===== config.mk =====
export PLATFORM = sky130hd
export DESIGN_NAME = yuyv_to_rgb_converter_core
export DESIGN_NICKNAME = d
export VERILOG_FILES = /design/src/hw/rtl/yuyv_pkg.sv /design/src/hw/rtl/yuyv_to_rgb_converter_core.sv
export SDC_FILE = /design/constraint.sdc
export NUM_CORES = 2
export LEC_CHECK = 0
export ABC_CLOCK_PERIOD_IN_PS = 18000
export BUFFER_PORTS_ARGS = -buffer_cell sky130_fd_sc_hd__buf_2
export CORE_MARGIN = 4
export CORE_UTILIZATION = 40
export CTS_CLUSTER_DIAMETER = 60
export DETAILED_ROUTE_END_ITERATION = 7
export HOLD_SLACK_MARGIN = 0.15
export MAX_ROUTING_LAYER = met4
export PLACE_DENSITY = 0.62
export SETUP_SLACK_MARGIN = 0.2
export SLEW_MARGIN = 20
export SYNTH_ARGS = -nofsm -noshare
export SYNTH_HDL_FRONTEND = slang
export SYNTH_SLANG_ARGS = --single-unit

===== constraint.sdc =====
create_clock -name i_clk -period 18 [get_ports i_clk]
set_clock_uncertainty 0.1 [all_clocks]
set_input_delay 1.8 -clock i_clk [delete_from_list [all_inputs] [get_ports i_clk]]
set_output_delay 1.8 -clock i_clk [all_outputs]
set_load 0.02 [all_outputs]

===== src/hw/rtl/yuyv_pkg.sv =====
// ----------------------------------------------------------------------------
// yuyv_pkg
// Shared types, widths and constants for the YUYV to RGB888 converter.
// ----------------------------------------------------------------------------
package yuyv_pkg;

    // Sample and coefficient widths
    localparam int unsigned SampleW  = 8;
    localparam int unsigned CoefW    = 18;
    localparam int unsigned FracW    = 16;
    localparam int unsigned DiffW    = SampleW + 1;
    // Signed product of an unsigned coefficient and a signed chroma difference
    localparam int unsigned ProdW    = CoefW + 1 + DiffW;
    // Channel accumulator: luma scaled plus or minus up to two products
    localparam int unsigned AccW     = ProdW + 1;

    // Stream payload widths
    localparam int unsigned InDataW  = 4 * SampleW;
    localparam int unsigned OutDataW = 6 * SampleW;

    // Configuration port
    localparam int unsigned ApbAddrW = 4;
    localparam int unsigned ApbDataW = 32;

    // Register map, by index (byte address is four times the index)
    typedef enum logic [1:0] {
        REG_COEF_RED_FROM_V   = 2'd0,
        REG_COEF_GREEN_FROM_V = 2'd1,
        REG_COEF_GREEN_FROM_U = 2'd2,
        REG_COEF_BLUE_FROM_U  = 2'd3
    } t_reg_idx;

    // Reset gains in unsigned Q2.16
    localparam logic [CoefW-1:0] CoefRedFromVRst   = 18'd89831;
    localparam logic [CoefW-1:0] CoefGreenFromVRst = 18'd45744;
    localparam logic [CoefW-1:0] CoefGreenFromURst = 18'd22127;
    localparam logic [CoefW-1:0] CoefBlueFromURst  = 18'd113538;

    localparam logic [SampleW-1:0] ChromaOffset = 8'd128;
    localparam logic [SampleW-1:0] ChanMax      = 8'd255;

    typedef logic        [SampleW-1:0] t_sample;
    typedef logic        [CoefW-1:0]   t_coef;
    typedef logic signed [DiffW-1:0]   t_diff;
    typedef logic signed [ProdW-1:0]   t_prod;
    typedef logic signed [AccW-1:0]    t_acc;

    // Remove the chroma offset, giving a signed difference
    function automatic t_diff chroma_diff(input t_sample c);
        chroma_diff = $signed({1'b0, c}) - $signed({1'b0, ChromaOffset});
    endfunction

    // Luma moved to the Q.16 grid of the accumulator
    function automatic t_acc luma_scaled(input t_sample y);
        luma_scaled = $signed({{(AccW - SampleW - FracW){1'b0}}, y, {FracW{1'b0}}});
    endfunction

    // Widen a product to accumulator width with sign extension
    function automatic t_acc prod_ext(input t_prod p);
        prod_ext = $signed({p[ProdW-1], p});
    endfunction

    // Floor by dropping the fraction bits, then saturate to 0..255
    function automatic t_sample chan_clamp(input t_acc acc);
        if (acc[AccW-1]) begin
            chan_clamp = '0;
        end else if (|acc[AccW-2:FracW+SampleW]) begin
            chan_clamp = ChanMax;
        end else begin
            chan_clamp = acc[FracW+SampleW-1:FracW];
        end
    endfunction

endpackage


===== src/hw/rtl/yuyv_to_rgb_converter_core.sv =====
// ----------------------------------------------------------------------------
// yuyv_to_rgb_converter_core
// Converts one packed YUYV word into two RGB888 pixels per request.
// ----------------------------------------------------------------------------
// Usage:
// A request enters on the s_axis channel; tdata carries one YUYV word. The
// two converted pixels leave on the m_axis channel as one 48-bit request.
// The four colour gains are unsigned Q2.16 registers on the APB port at byte
// addresses 0, 4, 8 and 12; they should only be written while no request is
// in flight. Reads return the current gain; pready is always high.
// The datapath is a four-stage pipeline: input register, four 18x9 chroma
// multiplications, channel sums, then floor and saturation into the output
// register. An accepted request moves through the stage registers in turn
// and is offered on m_axis from the output register; one request per cycle
// is taken for as long as the receiver keeps tready high. When the receiver
// stalls, the output stage holds its request and earlier stages keep
// filling until each holds one request; nothing is dropped or duplicated.
// Reset empties the pipeline and returns the gains to their default values.
// ----------------------------------------------------------------------------
module yuyv_to_rgb_converter_core (
    input  logic                        i_clk,
    input  logic                        i_rst_n,
    // Configuration port
    input  logic                        psel,
    input  logic                        penable,
    input  logic                        pwrite,
    input  logic [yuyv_pkg::ApbAddrW-1:0] paddr,
    input  logic [yuyv_pkg::ApbDataW-1:0] pwdata,
    output logic [yuyv_pkg::ApbDataW-1:0] prdata,
    output logic                        pready,
    // Input stream
    input  logic                        s_axis_tvalid,
    output logic                        s_axis_tready,
    // tdata: luma_first, chroma_u, luma_second, chroma_v (8 bits each, low first)
    input  logic [yuyv_pkg::InDataW-1:0]  s_axis_tdata,
    // Output stream
    output logic                        m_axis_tvalid,
    input  logic                        m_axis_tready,
    // tdata: red_first, green_first, blue_first, red_second, green_second,
    // blue_second (8 bits each, low first)
    output logic [yuyv_pkg::OutDataW-1:0] m_axis_tdata
);
    import yuyv_pkg::*;

    // Gain registers
    t_coef r_coef_rv, r_coef_gv, r_coef_gu, r_coef_bu;

    // Stage 1: captured samples
    logic    r_v1;
    t_sample r_y1_s1, r_y2_s1;
    t_diff   r_du_s1, r_dv_s1;

    // Stage 2: products
    logic    r_v2;
    t_sample r_y1_s2, r_y2_s2;
    t_prod   r_p_rv, r_p_gv, r_p_gu, r_p_bu;

    // Stage 3: channel sums
    logic    r_v3;
    t_acc    r_r1, r_g1, r_b1, r_r2, r_g2, r_b2;

    // Stage 4: output register
    logic                r_v4;
    logic [OutDataW-1:0] r_out;

    logic ld1, ld2, ld3, ld4;
    logic rdy1, rdy2, rdy3, rdy4;
    logic cfg_wr;
    t_reg_idx cfg_idx;
    t_acc y1_acc, y2_acc;

    // Configuration port decode
    assign pready  = 1'b1;
    assign cfg_wr  = psel && penable && pwrite && pready;
    assign cfg_idx = t_reg_idx'(paddr[ApbAddrW-1:2]);

    always_ff @(posedge i_clk) begin
        if (!i_rst_n) begin
            r_coef_rv <= CoefRedFromVRst;
            r_coef_gv <= CoefGreenFromVRst;
            r_coef_gu <= CoefGreenFromURst;
            r_coef_bu <= CoefBlueFromURst;
        end else if (cfg_wr) begin
            case (cfg_idx)
                REG_COEF_RED_FROM_V:   r_coef_rv <= pwdata[CoefW-1:0];
                REG_COEF_GREEN_FROM_V: r_coef_gv <= pwdata[CoefW-1:0];
                REG_COEF_GREEN_FROM_U: r_coef_gu <= pwdata[CoefW-1:0];
                REG_COEF_BLUE_FROM_U:  r_coef_bu <= pwdata[CoefW-1:0];
                default: begin
                end
            endcase
        end
    end

    // Read data selection
    always_comb begin
        prdata = '0;
        case (cfg_idx)
            REG_COEF_RED_FROM_V:   prdata = {{(ApbDataW-CoefW){1'b0}}, r_coef_rv};
            REG_COEF_GREEN_FROM_V: prdata = {{(ApbDataW-CoefW){1'b0}}, r_coef_gv};
            REG_COEF_GREEN_FROM_U: prdata = {{(ApbDataW-CoefW){1'b0}}, r_coef_gu};
            REG_COEF_BLUE_FROM_U:  prdata = {{(ApbDataW-CoefW){1'b0}}, r_coef_bu};
            default:               prdata = '0;
        endcase
    end

    // Each stage may load when it is empty or its request moves on
    assign rdy4 = !r_v4 || m_axis_tready;
    assign rdy3 = !r_v3 || rdy4;
    assign rdy2 = !r_v2 || rdy3;
    assign rdy1 = !r_v1 || rdy2;

    assign s_axis_tready = rdy1;
    assign ld1 = rdy1;
    assign ld2 = rdy2;
    assign ld3 = rdy3;
    assign ld4 = rdy4;

    // Valid bits travel alongside the data
    always_ff @(posedge i_clk) begin
        if (!i_rst_n) begin
            r_v1 <= 1'b0;
            r_v2 <= 1'b0;
            r_v3 <= 1'b0;
            r_v4 <= 1'b0;
        end else begin
            if (ld1) r_v1 <= s_axis_tvalid;
            if (ld2) r_v2 <= r_v1;
            if (ld3) r_v3 <= r_v2;
            if (ld4) r_v4 <= r_v3;
        end
    end

    // Stage 1: unpack the word and remove the chroma offset
    always_ff @(posedge i_clk) begin
        if (ld1) begin
            r_y1_s1 <= s_axis_tdata[SampleW-1:0];
            r_du_s1 <= chroma_diff(s_axis_tdata[2*SampleW-1:SampleW]);
            r_y2_s1 <= s_axis_tdata[3*SampleW-1:2*SampleW];
            r_dv_s1 <= chroma_diff(s_axis_tdata[4*SampleW-1:3*SampleW]);
        end
    end

    // Stage 2: the four chroma products, shared by both pixels
    always_ff @(posedge i_clk) begin
        if (ld2) begin
            r_y1_s2 <= r_y1_s1;
            r_y2_s2 <= r_y2_s1;
            r_p_rv  <= $signed({1'b0, r_coef_rv}) * r_dv_s1;
            r_p_gv  <= $signed({1'b0, r_coef_gv}) * r_dv_s1;
            r_p_gu  <= $signed({1'b0, r_coef_gu}) * r_du_s1;
            r_p_bu  <= $signed({1'b0, r_coef_bu}) * r_du_s1;
        end
    end

    // Stage 3: add the scaled luma to the products for each channel
    assign y1_acc = luma_scaled(r_y1_s2);
    assign y2_acc = luma_scaled(r_y2_s2);

    always_ff @(posedge i_clk) begin
        if (ld3) begin
            r_r1 <= y1_acc + prod_ext(r_p_rv);
            r_g1 <= y1_acc - prod_ext(r_p_gv) - prod_ext(r_p_gu);
            r_b1 <= y1_acc + prod_ext(r_p_bu);
            r_r2 <= y2_acc + prod_ext(r_p_rv);
            r_g2 <= y2_acc - prod_ext(r_p_gv) - prod_ext(r_p_gu);
            r_b2 <= y2_acc + prod_ext(r_p_bu);
        end
    end

    // Stage 4: floor, saturate and pack into the output register
    always_ff @(posedge i_clk) begin
        if (ld4) begin
            r_out <= {chan_clamp(r_b2), chan_clamp(r_g2), chan_clamp(r_r2),
                      chan_clamp(r_b1), chan_clamp(r_g1), chan_clamp(r_r1)};
        end
    end

    assign m_axis_tvalid = r_v4;
    assign m_axis_tdata  = r_out;

endmodule

# ---- Word level (Yosys, flattened, before mapping)
# Index checks and enable logic that the tools add are counted.
dict set report word_totals {
  wordCells 75
  in_bits 75
  register_bits 460
  out_inout_bits 83
}
dict set report op_classes {
  n_addsub 10
  multipliers 4
  eq_ne 3
  n_mux 7
  reduce_logical 21
}
# cell count
set ops {}
lappend ops {{$pmux W32 S4} 1}
lappend ops {{$add A25 B28 Y29} 4}
lappend ops {{$mul A19 B9 Y28} 4}
lappend ops {{$sub A25 B28 Y29} 2}
lappend ops {{$sub A29 B28 Y29} 2}
lappend ops {{$mux W8} 6}
lappend ops {{$reduce_or A4 Y1} 6}
lappend ops {{$sub A8 B8 Y9 const B} 2}
lappend ops {{$reduce_and A2 Y1} 4}
lappend ops {{$eq A2 B2 Y1 const B} 2}
lappend ops {{$logic_not A1 Y1} 4}
lappend ops {{$logic_or A1 B1 Y1} 4}
lappend ops {{$eq A2 B1 Y1 const B} 1}
lappend ops {{$logic_and A1 B1 Y1} 2}
lappend ops {{$logic_not A2 Y1} 1}

# ---- Logic depth before layout (Yosys ltp)
dict set report logic_depth {
  ltp_word 5
  depth_mapped 22
  mapped_depth_nobuf 20
}

# ---- Worst setup path before layout
# No wires, ideal clock.
dict set report synth_timing {
  kind {register -> register}
  from {register r_du_s1[7]}
  to {register r_p_gu[25], data pin}
  t_arrival_ns 5.436
  n_path_buf 2
  path_slack_ns 12.208
  setup_time_ns 0.255
  required_time_ns 17.645
  period_less_slack_ns 5.792
  stages_incl_launch_ff 19
  cell_sequence {edfxtp_1 > clkbuf_1 > clkbuf_1 > nand2_1 > fa_1 > fa_1 > inv_1 > fa_1 > fa_1 > fa_1 > ha_1 > o21a_1 > o31a_1 > o2111ai_1 > a311oi_1 > a31o_2 > a21oi_1 > o2111ai_1 > and3_1}
}
dict set report synth_between {
  elab_chain_len 1
}
# element line
set synth_rtl {}
lappend synth_rtl {{start: declaration} yuyv_to_rgb_converter_core.sv:51} ;# t_diff r_du_s1, r_dv_s1;
lappend synth_rtl {{start signal: assignment} yuyv_to_rgb_converter_core.sv:138} ;# r_du_s1 <= chroma_diff(s_axis_tdata[2*SampleW-1:SampleW]);
lappend synth_rtl {{$mul A19 B9 Y28} yuyv_to_rgb_converter_core.sv:151} ;# r_p_gu <= $signed({1'b0, r_coef_gu}) * r_du_s1;
lappend synth_rtl {{end signal: assignment} yuyv_to_rgb_converter_core.sv:151}
lappend synth_rtl {{end: declaration} yuyv_to_rgb_converter_core.sv:56} ;# t_prod r_p_rv, r_p_gv, r_p_gu, r_p_bu;
# No other way between the ends.
# A chain may end at the register's enable or synchronous reset.

# ---- Worst setup path after layout
dict set report layout_timing {
  from {register r_du_s1[0]}
  to {register r_p_bu[18], data pin}
}
dict set report layout_between {
  elab_chain_len 1
}
# element line
set layout_rtl {}
lappend layout_rtl {{$mul A19 B9 Y28} yuyv_to_rgb_converter_core.sv:152} ;# r_p_bu <= $signed({1'b0, r_coef_bu}) * r_du_s1;
lappend layout_rtl {{end signal: assignment} yuyv_to_rgb_converter_core.sv:152}
lappend layout_rtl {{end: declaration} yuyv_to_rgb_converter_core.sv:56}
# No other way between the ends.

==> results.cfg <==
[status]
status = finished, final reports clean

[global_route]
grt_pass1_vias = 23900
grt_usage_pct = 19.4
overflow = 0
grt_max_degree = 79
grt_first_pass_wirelength_um = 135000
grt_antenna_before_repair = 9

[sta]
max_slew_margin_pct = 24.2
hold_viol_final = 0
period_share_pct = 36.4
tightest_slew_ns = 1.13
slew_violations = 0
holdWs_ns = 0.320
setup_viol = 0
min_period_ns = 6.56
fmax_mhz = 153
fin_setup_tns_ns = 0
grt_setup_unrepaired = no

[setup_path]
critical_path.endpoint_type = register
r2r-start = r_du_s1[0]
setup.worst_path.start_class = register
arrival_ns = 6.69
crit_required_ns = 18.13
worstReg2RegEnd = r_p_bu[18]
cp-startpoint = r_du_s1[0]
r2r_cells = 18
crit_type = reg2reg
r2r_slack_ns = 11.44
worstPathMaxFanout = 29
endpoint = r_p_bu[18]

[synth]
yosys_warnings = 0
postSynthCellCount = 3423
yosys_register_bits = 330
synth_edf_count = 254
ys_top_cells_by_area = fa_1, edfxtp_1, ha_1, and2_1, nand2_1
synth_ff_type = edfxtp_1
async_reset_ff_share_pct = 0
syn_area_per_cell_um2 = 10.2
synth_cell_types = 72
synth_top_cell_area_share_pct = 26.9
yosys.area.top_type = fa_1
ys_seq_area_share_pct = 26.2
synth_area_um2 = 34900

[finish]
regArea_um2 = 9150
fin_nets = 4356
multi_input_area_um2 = 23400
fillCellCount = 8319
drive_above_1_share_pct = 7.65
syn2layout_area_growth_pct = 8.41

[clocking]
holdBufCountCts = 0
htree_levels = 2
clk_latency_ns = 0.60
cts_made_buffers = 42
numClockSinks = 330
ctsResizeCount = 0
cts_max_path_buffers = 3
postCtsSetupRepairBufs = 0
clk_pin_slew_ns = 0.06
cts-root-buf = clkbuf_16
cts_tree = built

[hold_path]
hold_path_class = reg2reg
min-delay-start = r_y1_s1[4]

[floorplanning]
die_w_um = 303
initial_core_util_pct = 40.3
die_area_um2 = 92100
die_h_um = 303
core_area_um2 = 86600
row_count = 108
ios = 158

[drt]
drtIter0Drc = 1450
ant_nets = 0
vias = 23600
routed_wl_um = 84400
drt_first_pass_iters = 5
drt-vias-per-instance = 5.08
drc = 0
wire_per_inst_um = 18.2

[place]
gp_congestion = 0.870
dp_hpwl_um = 65200
io_buffers = 126

[power_and_ir_drop]
vdd_drop_max_mv = 0.139
leakage_nw = 17.9
power_density_nw_per_um2 = 139

[run]
maxCapViolations = 0
-- sequential cells by signal, indices dropped and copies added, names as in the netlist, 12 cells and up --
register and cells:
r_r1 13, r_p_bu 12, r_p_rv 12, r_coef_gv 18, r_coef_bu 18, m_axis_tdata 48
r_p_gu 28, r_r2 13, r_coef_gu 18, r_p_gv 28, r_g2 13, r_g1 13
r_b1 13, r_b2 13, r_coef_rv 18
-- metal layers --
metal | routed length [µm] | GRT usage, % | vias up
met4 | 2770 | 5.65 | 0
met3 | 6010 | 4.39 | 112
met1 | 38500 | 26.7 | 11700
met5 | 0 | - | -
met2 | 37100 | 28.8 | 640
li1 | - | - | 11100
-- cell type report --
cell class                 instances  share of cell area, %
clock inverter                    30                  0.727
sequential                       330                   24.2
antenna                            5                 0.0331
multi-input combinational       2488                   61.9
clock buffer                      47                   2.85
timing repair buffer             155                   2.24
inverter                         426                   4.23
tap                             1155                   3.82
-- power breakdown --
group	internal, mW	total, mW	switching [mW]
clock	0.471	0.825	0.355
combinational	1.28	3.14	1.85
sequential	1.21	1.30	0.0955
total	2.96	5.27	2.30
-- cell families after synthesis --
logic type	Yosys count	synth area share, %
flip-flops	330	26.2
XOR/XNOR	114	2.86
other	2	0.0215
buffers and inverters	618	6.84
adder cells (fa/ha/maj)	838	40.1
multiplexers	19	1.19
AND/OR/NAND/NOR	1167	16.3
AO/OA/AOI/OAI	335	6.48
-- synthesized netlist by cell type (10+ instances only) --
cell type / number
clkbuf_1: 163
and3_1: 15
ha_1: 368
nand3_1: 59
and2_1: 312
xnor2_1: 79
o21ai_0: 49
buf_4: 17
a21o_1: 31
a21boi_0: 46
nand2b_1: 24
nand2_1: 470
a21oi_1: 90
fa_1: 470
nor2_1: 161
xor2_1: 35
dfxtp_1: 76
a211oi_1: 12
nor3_1: 15
edfxtp_1: 254
inv_1: 426
nor2b_1: 67
or4_1: 10
mux4_2: 18
o21a_1: 30
-- worst min path at each step --
stage                            end  slack [ns]  cells past startpoint
after CTS                 r_y1_s2[4]        0.32                      0
after detailed placement  r_y1_s2[4]        0.31                      0
after floorplan           r_y1_s2[0]        0.30                      0
after global placement    r_y1_s2[4]        0.30                      0
final                     r_y1_s2[4]        0.32                      0
after global routing      r_y2_s2[6]        0.33                      0
-- worst max-delay path: stages, from the launching register on --
cell and delay (ns):
edfxtp_1 0.50, buf_4 0.41, nand2_1 0.14, fa_1 0.56
inv_1 0.05, fa_1 0.49, inv_1 0.05, fa_1 0.54
inv_1 0.05, fa_1 0.38, fa_1 0.48, ha_1 0.29
nand4_1 0.11, nor4_1 0.31, o41ai_1 0.20, a21oi_1 0.35
a21o_1 0.21, a211oi_1 0.07, a211oi_1 0.88
-- metrics by stage --
stage                     worst slack, ns  cells  util (%)  power [mW]  area (µm²)
after floorplan                     12.21   3436         -        3.56       35000
after global placement              11.61   4554      42.1        4.42       36500
after detailed placement            11.61   4554      42.1        4.46       36500
after CTS                           11.57   4631      43.7        5.32       37800
after global routing                11.17   4636      43.7        5.77       37900
final                               11.44   4636      43.7        5.27       37900
-- cells in the final DEF, fill, tap and decap left out, drive strengths merged, types with 46 or more instances in the layout --
cell,n
nand2,471
fa,470
inv,433
ha,368
and2,312
edfxtp,254
nor2,161
buf,155
a21oi,91
xnor2,79
dfxtp,76
nor2b,67
nand3,59
o21ai,54
clkbuf,47
a21boi,46
(Power assumes the default switching activity.)
